## src/rtl/swc_pkg.sv

```systemverilog
// shared types, constants and helpers of the spring column water surface
`default_nettype none
package swc_pkg;

    localparam int RESOLUTION_DEF    = 16;
    localparam int SPREAD_PASSES_DEF = 8;
    localparam int VAL_W     = 24;
    localparam int COL_W     = 6;
    localparam int COL_OUT_W = 5;
    localparam int ADDR_W    = 5;
    localparam int DATA_W    = 32;

    localparam logic signed [23:0] REST_HEIGHT_RST  = 24'sd0;
    localparam logic signed [23:0] LEFT_EDGE_RST    = -24'sd65536;
    localparam logic        [22:0] COLUMN_WIDTH_RST = 23'd8192;
    localparam logic        [15:0] SPRING_GAIN_RST  = 16'd1638;
    localparam logic        [15:0] DAMPING_GAIN_RST = 16'd1638;
    localparam logic        [15:0] SPREAD_GAIN_RST  = 16'd2621;
    localparam logic signed [23:0] SPLASH_SPEED_RST = 24'sd6554;

    typedef enum logic [2:0] {
        REG_REST_HEIGHT  = 3'd0,
        REG_LEFT_EDGE    = 3'd1,
        REG_COLUMN_WIDTH = 3'd2,
        REG_SPRING_GAIN  = 3'd3,
        REG_DAMPING_GAIN = 3'd4,
        REG_SPREAD_GAIN  = 3'd5,
        REG_SPLASH_SPEED = 3'd6,
        REG_NONE         = 3'd7
    } reg_idx_t;

    typedef struct packed {
        logic signed [23:0] rest_height;
        logic signed [23:0] left_edge;
        logic        [22:0] column_width;
        logic        [15:0] spring_gain;
        logic        [15:0] damping_gain;
        logic        [15:0] spread_gain;
        logic signed [23:0] splash_speed;
    } cfg_t;

    typedef enum logic [3:0] {
        OP_NOP,
        OP_CAPTURE,
        OP_READ,
        OP_S1_LD,
        OP_S1_MS,
        OP_S1_MD,
        OP_S1_WR,
        OP_SP_HC,
        OP_SP_LD,
        OP_SP_ML,
        OP_SP_MR,
        OP_SP_WR,
        OP_EMIT,
        OP_HIT_INIT,
        OP_HIT_STEP,
        OP_HIT_OUT
    } dp_op_t;

    typedef struct packed {
        dp_op_t           op;
        logic [COL_W-1:0] col;
        logic [COL_W-1:0] ha;
        logic             first;
        logic             right;
        logic             last;
    } dp_cmd_t;

    typedef struct packed {
        logic out_free;
        logic hit_done;
    } dp_stat_t;

    function automatic logic signed [23:0] sat24(input logic signed [27:0] v);
        logic signed [23:0] r;
        if (v > 28'sd8388607)
        begin
            r = 24'sh7FFFFF;
        end
        else if (v < -28'sd8388608)
        begin
            r = 24'sh800000;
        end
        else
        begin
            r = v[23:0];
        end
        return r;
    endfunction

endpackage
`default_nettype wire

```

## src/rtl/swc_cfg.sv

```systemverilog
// register file behind the configuration port
`default_nettype none
module swc_cfg (
    input  wire logic                          clk,
    input  wire logic                          rst_n,
    input  wire logic                          psel,
    input  wire logic                          penable,
    input  wire logic                          pwrite,
    input  wire logic [swc_pkg::ADDR_W-1:0]    paddr,
    input  wire logic [swc_pkg::DATA_W-1:0]    pwdata,
    output logic      [swc_pkg::DATA_W-1:0]    prdata,
    output logic                               pready,
    output swc_pkg::cfg_t                      cfg
);

    swc_pkg::cfg_t    cfg_reg;
    swc_pkg::reg_idx_t idx;

    assign idx    = swc_pkg::reg_idx_t'(paddr[4:2]);
    assign pready = 1'b1;
    assign cfg    = cfg_reg;

    always_ff @(posedge clk or negedge rst_n)
    begin
        if (!rst_n)
        begin
            cfg_reg.rest_height  <= swc_pkg::REST_HEIGHT_RST;
            cfg_reg.left_edge    <= swc_pkg::LEFT_EDGE_RST;
            cfg_reg.column_width <= swc_pkg::COLUMN_WIDTH_RST;
            cfg_reg.spring_gain  <= swc_pkg::SPRING_GAIN_RST;
            cfg_reg.damping_gain <= swc_pkg::DAMPING_GAIN_RST;
            cfg_reg.spread_gain  <= swc_pkg::SPREAD_GAIN_RST;
            cfg_reg.splash_speed <= swc_pkg::SPLASH_SPEED_RST;
        end
        else if (psel && penable && pwrite)
        begin
            unique case (idx)
                swc_pkg::REG_REST_HEIGHT:  cfg_reg.rest_height  <= pwdata[23:0];
                swc_pkg::REG_LEFT_EDGE:    cfg_reg.left_edge    <= pwdata[23:0];
                swc_pkg::REG_COLUMN_WIDTH: cfg_reg.column_width <= pwdata[22:0];
                swc_pkg::REG_SPRING_GAIN:  cfg_reg.spring_gain  <= pwdata[15:0];
                swc_pkg::REG_DAMPING_GAIN: cfg_reg.damping_gain <= pwdata[15:0];
                swc_pkg::REG_SPREAD_GAIN:  cfg_reg.spread_gain  <= pwdata[15:0];
                swc_pkg::REG_SPLASH_SPEED: cfg_reg.splash_speed <= pwdata[23:0];
                default:                   ;
            endcase
        end
    end

    always_comb
    begin
        unique case (idx)
            swc_pkg::REG_REST_HEIGHT:  prdata = 32'(unsigned'(cfg_reg.rest_height));
            swc_pkg::REG_LEFT_EDGE:    prdata = 32'(unsigned'(cfg_reg.left_edge));
            swc_pkg::REG_COLUMN_WIDTH: prdata = 32'(cfg_reg.column_width);
            swc_pkg::REG_SPRING_GAIN:  prdata = 32'(cfg_reg.spring_gain);
            swc_pkg::REG_DAMPING_GAIN: prdata = 32'(cfg_reg.damping_gain);
            swc_pkg::REG_SPREAD_GAIN:  prdata = 32'(cfg_reg.spread_gain);
            swc_pkg::REG_SPLASH_SPEED: prdata = 32'(unsigned'(cfg_reg.splash_speed));
            default:                   prdata = '0;
        endcase
    end

endmodule
`default_nettype wire

```

## src/rtl/swc_ctrl.sv

```systemverilog
// sequencer that steps the datapath through ticks, emission and hit tests
`default_nettype none
module swc_ctrl #(
    parameter int RESOLUTION    = swc_pkg::RESOLUTION_DEF,
    parameter int SPREAD_PASSES = swc_pkg::SPREAD_PASSES_DEF
) (
    input  wire logic               clk,
    input  wire logic               rst_n,
    input  wire logic               s_tvalid,
    input  wire logic               s_tuser,
    output logic                    s_tready,
    input  wire swc_pkg::dp_stat_t  stat,
    output swc_pkg::dp_cmd_t        cmd
);

    localparam int NCOL = RESOLUTION + 1;
    localparam int IW   = $clog2(NCOL);
    localparam int PW   = $clog2(SPREAD_PASSES + 1);

    typedef enum logic [4:0] {
        IDLE, S1_RD, S1_LD, S1_MS, S1_MD, S1_WR,
        SP_RD0, SP_HC, SP_RD, SP_LD, SP_ML, SP_MR, SP_WR,
        EM_RD, EM_OUT, H_INIT, H_STEP, H_OUT
    } state_t;

    state_t          state_reg;
    logic [IW-1:0]   j_reg;
    logic [PW-1:0]   pass_reg;
    logic            j_last;
    logic            pass_last;

    assign j_last    = (j_reg == IW'(RESOLUTION));
    assign pass_last = (pass_reg == PW'(SPREAD_PASSES - 1));
    assign s_tready  = (state_reg == IDLE);

    always_ff @(posedge clk or negedge rst_n)
    begin
        if (!rst_n)
        begin
            state_reg <= IDLE;
            j_reg     <= '0;
            pass_reg  <= '0;
        end
        else
        begin
            unique case (state_reg)
                IDLE:
                begin
                    if (s_tvalid)
                    begin
                        j_reg     <= '0;
                        pass_reg  <= '0;
                        state_reg <= s_tuser ? H_INIT : S1_RD;
                    end
                end
                S1_RD: state_reg <= S1_LD;
                S1_LD: state_reg <= S1_MS;
                S1_MS: state_reg <= S1_MD;
                S1_MD: state_reg <= S1_WR;
                S1_WR:
                begin
                    if (j_last)
                    begin
                        j_reg     <= '0;
                        state_reg <= SP_RD0;
                    end
                    else
                    begin
                        j_reg     <= j_reg + 1'b1;
                        state_reg <= S1_RD;
                    end
                end
                SP_RD0: state_reg <= SP_HC;
                SP_HC:  state_reg <= SP_RD;
                SP_RD:  state_reg <= SP_LD;
                SP_LD:  state_reg <= SP_ML;
                SP_ML:  state_reg <= SP_MR;
                SP_MR:  state_reg <= SP_WR;
                SP_WR:
                begin
                    if (j_last)
                    begin
                        j_reg <= '0;
                        if (pass_last)
                        begin
                            state_reg <= EM_RD;
                        end
                        else
                        begin
                            pass_reg  <= pass_reg + 1'b1;
                            state_reg <= SP_RD0;
                        end
                    end
                    else
                    begin
                        j_reg     <= j_reg + 1'b1;
                        state_reg <= SP_RD;
                    end
                end
                EM_RD: state_reg <= EM_OUT;
                EM_OUT:
                begin
                    if (stat.out_free)
                    begin
                        if (j_last)
                        begin
                            state_reg <= IDLE;
                        end
                        else
                        begin
                            j_reg     <= j_reg + 1'b1;
                            state_reg <= EM_RD;
                        end
                    end
                end
                H_INIT: state_reg <= H_STEP;
                H_STEP:
                begin
                    if (stat.hit_done)
                    begin
                        state_reg <= H_OUT;
                    end
                end
                H_OUT:
                begin
                    if (stat.out_free)
                    begin
                        state_reg <= IDLE;
                    end
                end
                default: state_reg <= IDLE;
            endcase
        end
    end

    always_comb
    begin
        cmd       = '0;
        cmd.op    = swc_pkg::OP_NOP;
        cmd.col   = swc_pkg::COL_W'(j_reg);
        cmd.ha    = swc_pkg::COL_W'(j_reg);
        cmd.first = (j_reg == '0);
        cmd.right = j_last;
        cmd.last  = j_last;
        unique case (state_reg)
            IDLE:   cmd.op = s_tvalid ? swc_pkg::OP_CAPTURE : swc_pkg::OP_NOP;
            S1_RD:  cmd.op = swc_pkg::OP_READ;
            S1_LD:  cmd.op = swc_pkg::OP_S1_LD;
            S1_MS:  cmd.op = swc_pkg::OP_S1_MS;
            S1_MD:  cmd.op = swc_pkg::OP_S1_MD;
            S1_WR:  cmd.op = swc_pkg::OP_S1_WR;
            SP_RD0:
            begin
                cmd.op = swc_pkg::OP_READ;
                cmd.ha = '0;
            end
            SP_HC:  cmd.op = swc_pkg::OP_SP_HC;
            SP_RD:
            begin
                // right neighbor of column j; the last column has none
                cmd.op = swc_pkg::OP_READ;
                cmd.ha = j_last ? swc_pkg::COL_W'(j_reg) : swc_pkg::COL_W'(j_reg + 1'b1);
            end
            SP_LD:  cmd.op = swc_pkg::OP_SP_LD;
            SP_ML:  cmd.op = swc_pkg::OP_SP_ML;
            SP_MR:  cmd.op = swc_pkg::OP_SP_MR;
            SP_WR:  cmd.op = swc_pkg::OP_SP_WR;
            EM_RD:  cmd.op = swc_pkg::OP_READ;
            EM_OUT: cmd.op = stat.out_free ? swc_pkg::OP_EMIT : swc_pkg::OP_NOP;
            H_INIT: cmd.op = swc_pkg::OP_HIT_INIT;
            H_STEP: cmd.op = stat.hit_done ? swc_pkg::OP_NOP : swc_pkg::OP_HIT_STEP;
            H_OUT:  cmd.op = stat.out_free ? swc_pkg::OP_HIT_OUT : swc_pkg::OP_NOP;
            default: cmd.op = swc_pkg::OP_NOP;
        endcase
    end

    a_last_emit_idle: assert property (@(posedge clk) disable iff (!rst_n)
        (cmd.op == swc_pkg::OP_EMIT && cmd.last) |=> state_reg == IDLE)
        else $error("last height emitted but sequencer kept running");

    a_pass_range: assert property (@(posedge clk) disable iff (!rst_n)
        pass_reg < PW'(SPREAD_PASSES))
        else $error("spreading pass counter out of range");

    a_accept_only_idle: assert property (@(posedge clk) disable iff (!rst_n)
        (state_reg != IDLE) |-> cmd.op != swc_pkg::OP_CAPTURE)
        else $error("input captured while busy");

endmodule
`default_nettype wire

```

## src/rtl/swc_dp.sv

```systemverilog
// column memories, shared multiplier, hit search and output register
`default_nettype none
module swc_dp #(
    parameter int RESOLUTION = swc_pkg::RESOLUTION_DEF
) (
    input  wire logic              clk,
    input  wire logic              rst_n,
    input  wire swc_pkg::cfg_t     cfg,
    input  wire swc_pkg::dp_cmd_t  cmd,
    output swc_pkg::dp_stat_t      stat,
    input  wire logic [47:0]       s_tdata,
    output logic [31:0]            m_tdata,
    output logic                   m_tuser,
    output logic                   m_tlast,
    output logic                   m_tvalid,
    input  wire logic              m_tready
);

    localparam int NCOL = RESOLUTION + 1;
    localparam int IW   = $clog2(NCOL);

    logic signed [23:0] hmem [NCOL];
    logic signed [23:0] vmem [NCOL];
    logic [NCOL-1:0]    hval_reg;
    logic [NCOL-1:0]    vval_reg;

    logic signed [23:0] h_rd_reg, v_rd_reg;
    logic               hv_rd_reg, vv_rd_reg;
    logic signed [23:0] hdat, vdat;

    logic signed [23:0] obj_x_reg, obj_y_reg;
    logic signed [23:0] hp_reg, hc_reg, hn_reg, vc_reg, ht_reg, vt_reg;
    logic signed [24:0] dl_reg, dr_reg, mul_reg, p1_reg;

    logic        [15:0] mul_gain;
    logic signed [24:0] mul_b;
    logic signed [41:0] prod;

    logic [23:0]        rem_reg;
    logic [IW-1:0]      hcol_reg;
    logic               hit_done_reg, struck_reg;
    logic signed [24:0] hit_diff;

    logic               we;
    logic               h_we;
    logic [IW-1:0]      wa;
    logic signed [23:0] h_wd, v_wd;
    logic signed [26:0] accel;
    logic signed [23:0] ht_next, vt_next;

    logic               load;
    logic [IW+4:0]      col_ext;
    logic [4:0]         out_col;
    logic signed [23:0] out_height;
    logic               out_hit;

    logic               out_valid_reg;
    logic signed [23:0] out_height_reg;
    logic [4:0]         out_col_reg;
    logic               out_hit_reg, out_last_reg;

    assign hdat = hv_rd_reg ? h_rd_reg : 24'sd0;
    assign vdat = vv_rd_reg ? v_rd_reg : 24'sd0;

    // shared gain multiplier, floor of product over 2^16
    always_comb
    begin
        unique case (cmd.op)
            swc_pkg::OP_S1_MS:
            begin
                mul_gain = cfg.spring_gain;
                mul_b    = dl_reg;
            end
            swc_pkg::OP_S1_MD:
            begin
                mul_gain = cfg.damping_gain;
                mul_b    = 25'(vc_reg);
            end
            swc_pkg::OP_SP_MR:
            begin
                mul_gain = cfg.spread_gain;
                mul_b    = dr_reg;
            end
            default:
            begin
                mul_gain = cfg.spread_gain;
                mul_b    = dl_reg;
            end
        endcase
    end

    assign prod     = $signed({1'b0, mul_gain}) * mul_b;
    assign accel    = -27'(p1_reg) - 27'(mul_reg);
    assign hit_diff = 25'(obj_x_reg) - 25'(cfg.left_edge);

    always_comb
    begin
        we      = 1'b0;
        h_we    = 1'b0;
        wa      = cmd.col[IW-1:0];
        h_wd    = hc_reg;
        v_wd    = vc_reg;
        ht_next = ht_reg;
        vt_next = vt_reg;
        if (!cmd.right)
        begin
            ht_next = swc_pkg::sat24(28'(ht_reg) + 28'(mul_reg));
            vt_next = swc_pkg::sat24(28'(vt_reg) + 28'(mul_reg));
        end
        unique case (cmd.op)
            swc_pkg::OP_S1_WR:
            begin
                we   = 1'b1;
                h_we = 1'b1;
                h_wd = swc_pkg::sat24(28'(hc_reg) + 28'(vc_reg));
                v_wd = swc_pkg::sat24(28'(vc_reg) + 28'(accel));
            end
            swc_pkg::OP_SP_WR:
            begin
                we   = 1'b1;
                h_we = 1'b1;
                h_wd = ht_next;
                v_wd = vt_next;
            end
            swc_pkg::OP_HIT_OUT:
            begin
                we   = struck_reg;
                wa   = hcol_reg;
                v_wd = cfg.splash_speed;
            end
            default: ;
        endcase
    end

    // column memories, written and read at most once a cycle
    always_ff @(posedge clk)
    begin
        if (h_we)
        begin
            hmem[wa] <= h_wd;
        end
        if (we)
        begin
            vmem[wa] <= v_wd;
        end
        if (cmd.op == swc_pkg::OP_READ)
        begin
            h_rd_reg  <= hmem[cmd.ha[IW-1:0]];
            hv_rd_reg <= hval_reg[cmd.ha[IW-1:0]];
            v_rd_reg  <= vmem[cmd.col[IW-1:0]];
            vv_rd_reg <= vval_reg[cmd.col[IW-1:0]];
        end
    end

    always_ff @(posedge clk or negedge rst_n)
    begin
        if (!rst_n)
        begin
            hval_reg <= '0;
            vval_reg <= '0;
        end
        else
        begin
            if (h_we)
            begin
                hval_reg[wa] <= 1'b1;
            end
            if (we)
            begin
                vval_reg[wa] <= 1'b1;
            end
        end
    end

    // working registers
    always_ff @(posedge clk)
    begin
        mul_reg <= prod[40:16];
        unique case (cmd.op)
            swc_pkg::OP_CAPTURE:
            begin
                obj_x_reg <= s_tdata[23:0];
                obj_y_reg <= s_tdata[47:24];
            end
            swc_pkg::OP_S1_LD:
            begin
                hc_reg <= hdat;
                vc_reg <= vdat;
                dl_reg <= 25'(hdat) - 25'(cfg.rest_height);
            end
            swc_pkg::OP_S1_MD:
            begin
                p1_reg <= mul_reg;
            end
            swc_pkg::OP_SP_HC:
            begin
                hc_reg <= hdat;
            end
            swc_pkg::OP_SP_LD:
            begin
                hn_reg <= hdat;
                vc_reg <= vdat;
                dl_reg <= 25'(hp_reg) - 25'(hc_reg);
                dr_reg <= 25'(hdat) - 25'(hc_reg);
            end
            swc_pkg::OP_SP_MR:
            begin
                // contribution of the left neighbor
                if (cmd.first)
                begin
                    ht_reg <= hc_reg;
                    vt_reg <= vc_reg;
                end
                else
                begin
                    ht_reg <= swc_pkg::sat24(28'(hc_reg) + 28'(mul_reg));
                    vt_reg <= swc_pkg::sat24(28'(vc_reg) + 28'(mul_reg));
                end
            end
            swc_pkg::OP_SP_WR:
            begin
                hp_reg <= hc_reg;
                hc_reg <= hn_reg;
            end
            swc_pkg::OP_HIT_INIT:
            begin
                rem_reg <= hit_diff[23:0];
            end
            swc_pkg::OP_HIT_STEP:
            begin
                if (!(rem_reg < {1'b0, cfg.column_width}) && (hcol_reg != IW'(RESOLUTION)))
                begin
                    rem_reg <= rem_reg - {1'b0, cfg.column_width};
                end
            end
            default: ;
        endcase
    end

    // column search by repeated subtraction of the width
    always_ff @(posedge clk or negedge rst_n)
    begin
        if (!rst_n)
        begin
            hcol_reg     <= '0;
            hit_done_reg <= 1'b0;
            struck_reg   <= 1'b0;
        end
        else if (cmd.op == swc_pkg::OP_HIT_INIT)
        begin
            hcol_reg     <= '0;
            struck_reg   <= 1'b0;
            hit_done_reg <= !(obj_y_reg < cfg.rest_height) || (cfg.column_width == '0)
                            || hit_diff[24];
        end
        else if (cmd.op == swc_pkg::OP_HIT_STEP)
        begin
            if (rem_reg < {1'b0, cfg.column_width})
            begin
                hit_done_reg <= 1'b1;
                struck_reg   <= 1'b1;
            end
            else if (hcol_reg == IW'(RESOLUTION))
            begin
                hit_done_reg <= 1'b1;
            end
            else
            begin
                hcol_reg <= hcol_reg + 1'b1;
            end
        end
    end

    // output register
    assign load = (cmd.op == swc_pkg::OP_EMIT) || (cmd.op == swc_pkg::OP_HIT_OUT);

    always_comb
    begin
        if (cmd.op == swc_pkg::OP_EMIT)
        begin
            col_ext    = (IW + 5)'(cmd.col[IW-1:0]);
            out_height = hdat;
            out_hit    = 1'b0;
        end
        else
        begin
            col_ext    = struck_reg ? (IW + 5)'(hcol_reg) : '0;
            out_height = 24'sd0;
            out_hit    = struck_reg;
        end
        out_col = col_ext[4:0];
    end

    always_ff @(posedge clk or negedge rst_n)
    begin
        if (!rst_n)
        begin
            out_valid_reg <= 1'b0;
        end
        else if (load)
        begin
            out_valid_reg <= 1'b1;
        end
        else if (m_tready)
        begin
            out_valid_reg <= 1'b0;
        end
    end

    always_ff @(posedge clk)
    begin
        if (load)
        begin
            out_height_reg <= out_height;
            out_col_reg    <= out_col;
            out_hit_reg    <= out_hit;
            out_last_reg   <= (cmd.op == swc_pkg::OP_HIT_OUT) || cmd.last;
        end
    end

    assign m_tvalid      = out_valid_reg;
    assign m_tdata       = {3'b000, out_col_reg, out_height_reg};
    assign m_tuser       = out_hit_reg;
    assign m_tlast       = out_last_reg;
    assign stat.out_free = !out_valid_reg || m_tready;
    assign stat.hit_done = hit_done_reg;

    a_no_overwrite: assert property (@(posedge clk) disable iff (!rst_n)
        (load && out_valid_reg) |-> m_tready)
        else $error("output register overwritten before transfer");

    a_hit_col_range: assert property (@(posedge clk) disable iff (!rst_n)
        hcol_reg <= IW'(RESOLUTION))
        else $error("hit search ran past the last column");

    a_struck_done: assert property (@(posedge clk) disable iff (!rst_n)
        struck_reg |-> hit_done_reg)
        else $error("column struck before search finished");

endmodule
`default_nettype wire

```

## src/rtl/spring_column_water_surface_unit.sv

```systemverilog
// top level of the spring column water surface unit
//
//  channel   dir  handshake              payload
//  s_*       in   s_tvalid / s_tready    tdata obj_x, obj_y; tuser action
//  m_*       out  m_tvalid / m_tready    tdata height, column; tuser hit; tlast
//  apb       in   psel/penable/pready    seven registers at byte address 4*i
//
// a tick updates every column, runs SPREAD_PASSES spreading passes and emits every height,
// NCOL = RESOLUTION+1 heights in all, waiting on output stalls; the single shared gain
// multiplier and the one-port column memories make each pass walk the columns one by one
// a hit test subtracts one column width per cycle until it finds the struck column
// reset clears all heights and velocities at once through per-column valid bits
// input is taken only between items; a result waits in the output register
// while the next item is accepted
`default_nettype none
module spring_column_water_surface_unit #(
    parameter int RESOLUTION    = swc_pkg::RESOLUTION_DEF,
    parameter int SPREAD_PASSES = swc_pkg::SPREAD_PASSES_DEF
) (
    input  wire logic                        clk,
    input  wire logic                        rst_n,
    // input stream
    input  wire logic                        s_tvalid,
    output logic                             s_tready,
    input  wire logic [47:0]                 s_tdata,   // obj_x[23:0], obj_y[47:24]
    input  wire logic                        s_tuser,   // action: 0 tick, 1 hit test
    // result stream
    output logic                             m_tvalid,
    input  wire logic                        m_tready,
    output logic [31:0]                      m_tdata,   // height[23:0], column[28:24], zero
    output logic                             m_tuser,   // hit
    output logic                             m_tlast,
    // configuration port
    input  wire logic                        psel,
    input  wire logic                        penable,
    input  wire logic                        pwrite,
    input  wire logic [swc_pkg::ADDR_W-1:0]  paddr,
    input  wire logic [swc_pkg::DATA_W-1:0]  pwdata,
    output logic      [swc_pkg::DATA_W-1:0]  prdata,
    output logic                             pready
);

    swc_pkg::cfg_t     cfg;
    swc_pkg::dp_cmd_t  cmd;
    swc_pkg::dp_stat_t stat;

    // configuration registers
    swc_cfg u_cfg (
        .clk     (clk),
        .rst_n   (rst_n),
        .psel    (psel),
        .penable (penable),
        .pwrite  (pwrite),
        .paddr   (paddr),
        .pwdata  (pwdata),
        .prdata  (prdata),
        .pready  (pready),
        .cfg     (cfg)
    );

    // sequencer: one input transfer at a time
    swc_ctrl #(
        .RESOLUTION    (RESOLUTION),
        .SPREAD_PASSES (SPREAD_PASSES)
    ) u_ctrl (
        .clk      (clk),
        .rst_n    (rst_n),
        .s_tvalid (s_tvalid),
        .s_tuser  (s_tuser),
        .s_tready (s_tready),
        .stat     (stat),
        .cmd      (cmd)
    );

    // column state, arithmetic and result register
    swc_dp #(
        .RESOLUTION (RESOLUTION)
    ) u_dp (
        .clk      (clk),
        .rst_n    (rst_n),
        .cfg      (cfg),
        .cmd      (cmd),
        .stat     (stat),
        .s_tdata  (s_tdata),
        .m_tdata  (m_tdata),
        .m_tuser  (m_tuser),
        .m_tlast  (m_tlast),
        .m_tvalid (m_tvalid),
        .m_tready (m_tready)
    );

endmodule
`default_nettype wire
```

## config.mk

```make
export PLATFORM = sky130hd
export DESIGN_NAME = spring_column_water_surface_unit
export DESIGN_NICKNAME = d
export VERILOG_FILES = /design/src/rtl/swc_pkg.sv /design/src/rtl/swc_cfg.sv /design/src/rtl/swc_ctrl.sv /design/src/rtl/swc_dp.sv /design/src/rtl/spring_column_water_surface_unit.sv
export SDC_FILE = /design/constraint.sdc
export NUM_CORES = 2
export LEC_CHECK = 0
export BUFFER_PORTS_ARGS = -buffer_cell sky130_fd_sc_hd__buf_2
export CAP_MARGIN = 10
export CELL_PAD_IN_SITES_DETAIL_PLACEMENT = 2
export CELL_PAD_IN_SITES_GLOBAL_PLACEMENT = 2
export CORE_MARGIN = 2
export CORE_UTILIZATION = 42
export CTS_BUF_LIST = sky130_fd_sc_hd__clkbuf_8
export DETAILED_ROUTE_END_ITERATION = 16
export PLACE_DENSITY_LB_ADDON = 0.1
export RECOVER_POWER = 50
export SLEW_MARGIN = 10
export SYNTH_ARGS = -nofsm -noshare
export SYNTH_HDL_FRONTEND = slang
export SYNTH_HIERARCHICAL = 1
export SYNTH_SLANG_ARGS = --single-unit
```

## constraint.sdc

```tcl
create_clock -name clk -period 10.68 [get_ports clk]
set_input_delay 1.068 -clock clk [delete_from_list [all_inputs] [get_ports clk]]
set_output_delay 1.068 -clock clk [all_outputs]
set_load 0.01 [all_outputs]
```

* Word-level counts from Yosys, hierarchy flattened
Memories as Yosys holds them, arrays and structs flattened. A register that Yosys moved wholly into a read port is not among the register bits.
Cells that the tools add are included.
** Word-level totals
- Output and inout bits :: 69
- Word-level logic and storage cells :: 249
- Bits in writable memories :: 816
- Flip-flop bits (word level) :: 548
- Memories :: 2
** Operators by class
- Reduce and logical (&&, ||, !) cells :: 43
- Mux-type cells :: 80
- Multipliers :: 1
- Magnitude comparators :: 18
- Equality and inequality tests :: 51
- Add/sub/neg operators :: 17
- Bitwise gates (word level) :: 2
** Memories
- u_dp.hmem :: words 17, width 24, rd ports 1, clocked after memory_dff 1, write ports 1, RTL line swc_dp.sv:22 : logic signed [23:0] hmem [NCOL];
- u_dp.vmem :: words 17, width 24, rd ports 1, clocked after memory_dff 1, write ports 1, RTL line swc_dp.sv:23 : logic signed [23:0] vmem [NCOL];
** Operator list (number)
- $mux 24 :: 18
- $gt 28x24->1 const B :: 6
- $lt 28x24->1 const B :: 6
- $pmux 24 s7 :: 1
- $pmux 24 s2 :: 3
- $add 24x25->26 :: 4
- $pmux 25 s2 :: 2
- $sub 24x24->25 :: 4
- $pmux 5 s18 :: 1
- $mux 5 :: 16
- $pmux 24 s3 :: 1
- $pmux 4 s15 :: 1
- $mul 17x25->41 :: 1
- $eq 5x4->1 const B :: 8
- $mux 4 :: 10
- $or 17x17->17 :: 2
- $pmux 16 s2 :: 1
- $add 24x27->28 :: 1
- $eq 4x4->1 const B :: 7
- $neg 25->27 :: 1
- $sub 27x25->27 :: 1
- $add 24x24->25 :: 1
- $lt 24x23->1 :: 1
- $lt 24x24->1 :: 1
- 39 further kinds :: 114

* Longest topological paths before layout
- Depth after elaboration :: 11
- Gate-level depth with buffers :: 38
- Depth with buffers taken out :: 33

* By module
Netlist, hierarchy kept.
** By module, submodules not included
- swc_dp :: seq. area each 37225.7 sq um, instances 1, cells an instance 6220, area each 76671.0 sq um
- swc_cfg :: seq. area each 3622.2 sq um, instances 1, cells an instance 482, area each 6821.5 sq um
- swc_ctrl :: seq. area each 350.3 sq um, instances 1, cells an instance 187, area each 1411.4 sq um

* Worst setup path before layout
No wires, ideal clock.
- Path kind :: input to register
- Start :: input port m_tready
- End :: register u_dp.mul_reg[21]
- Data arrival time :: 10.181 ns
- Data required time :: 10.608 ns
- Stages :: 34
- Library setup time :: 0.072 ns
- Path buffers :: 4
- Slack :: 0.428 ns
- Cell sequence :: nand2b_1 -> nand2_1 -> o21ai_0 -> a222oi_1 -> nand2_1 -> clkbuf_1 -> nand2b_1 -> nor2_1 -> clkbuf_1 -> clkbuf_1 -> a22oi_1 -> nand2_1 -> clkbuf_1 -> nand2_1 -> fa_1 -> fa_1 -> fa_1 -> inv_1 -> fa_1 -> fa_1 -> inv_1 -> fa_1 -> inv_1 -> ha_1 -> o21a_1 -> o211ai_1 -> o211a_1 -> o311a_1 -> a21boi_1 -> nand4_1 -> o31ai_2 -> a21oi_1 -> o21bai_1 -> xor2_1
** RTL lines
- start, declared :: RTL line spring_column_water_surface_unit.sv:29 : input wire logic m_tready,
- end signal, assigned :: RTL line swc_dp.sv:178 : mul_reg <= prod[40:16];
- end, declared :: RTL line swc_dp.sv:33 : logic signed [24:0] dl_reg, dr_reg, mul_reg, p1_reg;

==> results.yml <==
critical_path:
  critPathMaxStageDelay_ns: 0.80
  critPathKind: "register to register"
  required_ns: 11.61
  cp_max_fo: 21
  critPathArrivalTime_ns: 10.92
  cp-end-kind: "register"
  critPathSlowestCell: "dfrtp_1"
  cp-start-kind: "register"
  crit_path_frequent_cell: "fa_1"
timing:
  post-route-period-util_pct: 93.6
  period_needed_ns: 9.99
  setup_ws_ns: 0.688
  setup_tns_ns: 0
  finalHoldViolCount: 0
  finalSetupViolations: 0
  slew_viol_final: 1336
  max_freq_mhz: 100
  tightest_slew_ns: 4.03
  skew_ns: 0.121
  rsz0062_at_grt: "false"
  slew_headroom_pct: -169
synthesis:
  ys_warn_count: 6
  syn_inst: 6886
  syn_area_per_cell_um2: 12.3
  synthesis.area_mm2: 0.0849
floorplan:
  die_h_um: 454
  die_w_um: 454
  io_pins: 162
  core_area_mm2: 0.201
  start_util_pct: 42.1
  row_count: 165
  fp.dieArea_mm2: 0.206
drt:
  first_pass_iters: 6
  postRouteAntennaNets: 0
  dr.first_iter.drc_count: 4565
  viasPerCell: 5.86
  wl_per_cell_um: 30.6
  vias: 59008
  drt_wl_total_um: 308000
  drc_errors: 0
cells_and_area:
  final_nets: 8085
  fin_cells: 10063
  nFillCells: 20011
  drive_above_1_share_pct: 15.2
  mostFrequentLayoutCells: "edfxtp_1, inv_1, nand2_1, fa_1, ha_1"
  layout.cells.most_common: "edfxtp_1"
  area_growth_pct: 10.8
placed_design:
  gp_congestion: 0.896
  post-place-ws_ns: 0.468
  port_buffers: 139
  placedCellCount: 9601
  post-dp-hpwl_um: 219000
min_path:
  hold_class: "input pin to register"
cts:
  cts_root_buf: "clkbuf_8"
  cts_tree: "built"
  post_cts_resized: 0
  cts_buffers: 241
  clock_sinks: 1412
  clk_pin_slew_ns: 0.07
  h-tree-depth: 4
  clock_latency_ns: 1.08
  cts_max_path_buffers: 3
global_route:
  antenna_found_initial: 14
  grt_max_degree: 146
  grt_pass1_wl_um: 453000
  grt-ovfl-total: 0
  grt_usage_pct: 30.1
  grt_pass1_vias: 65270
outcome:
  failed_checks: "max-capacitance violations, max-slew violations"
  status: "finished, violations left"
flow_run:
  maxCapViolations: 32
worst paths after layout:
path                                      from           endpoint  cells past startpoint  slack (ns)
hold reg to reg              u_dp/vval_reg[14]  u_dp/vval_reg[14]                      1        0.46
hold / removal                     s_tdata[33]  u_dp/obj_y_reg[9]                      1        0.17
min in group asynchronous                rst_n   u_dp/vval_reg[2]                      2        1.81
max in group asynchronous                rst_n      u_cfg/cfg[25]                      3        3.50
setup reg to reg           u_ctrl/state_reg[4]   u_dp/mul_reg[21]                     33        0.69
setup / recovery           u_ctrl/state_reg[4]   u_dp/mul_reg[21]                     33        0.69
area by class of cell:
| cell class | count | area (um^2) | share of cell area, % |
|---|---|---|---|
| sequential | 1412 | 41200 | 43.8 |
| multi-input combinational | 4462 | 40000 | 42.5 |
| clock buffer | 275 | 3780 | 4.02 |
| tap | 2672 | 3340 | 3.55 |
| inverter | 731 | 2750 | 2.92 |
| timing repair buffer | 327 | 1820 | 1.94 |
| clock inverter | 179 | 1130 | 1.21 |
| antenna | 5 | 12.5 | 0.0133 |
repair_timing:
action | in CTS | in global routing
hold buffers | 1 | 0
setup buffers | 0 | 0
hold endpoints to repair | 54 | 0
per-stage QoR:
stage	cell area, um^2	utilization, %	hold WS (ns)
after CTS	94600	46.9	0.0610
after floorplan	84900	-	0.434
after global placement	89600	44.5	0.445
final	94100	46.7	0.166
after global routing	94000	46.7	0.118
after detailed placement	89600	44.5	0.450
metal layers:
| metal | global-route usage (%) | vias to the layer above | routed length [um] |
|---|---|---|---|
| met5 | 0 | - | 0 |
| met4 | 10.8 | 0 | 11700 |
| met3 | 3.14 | 519 | 13900 |
| met2 | 52.3 | 1725 | 155000 |
| met1 | 39.0 | 31381 | 127000 |
| li1 | - | 25383 | - |
worst max-delay path, delay by kind of cell (launching register included):
family / cells / cell delay [ns]
compound gates: 11 / 2.56
fa+ha+maj: 7 / 3.44
simple gates: 8 / 2.00
xor+xnor: 1 / 0.17
buf+inv: 6 / 0.83
flops: 1 / 0.80
Power is not shown: default switching activity piles up to over one toggle a cycle in this logic, so the estimate is an artifact.
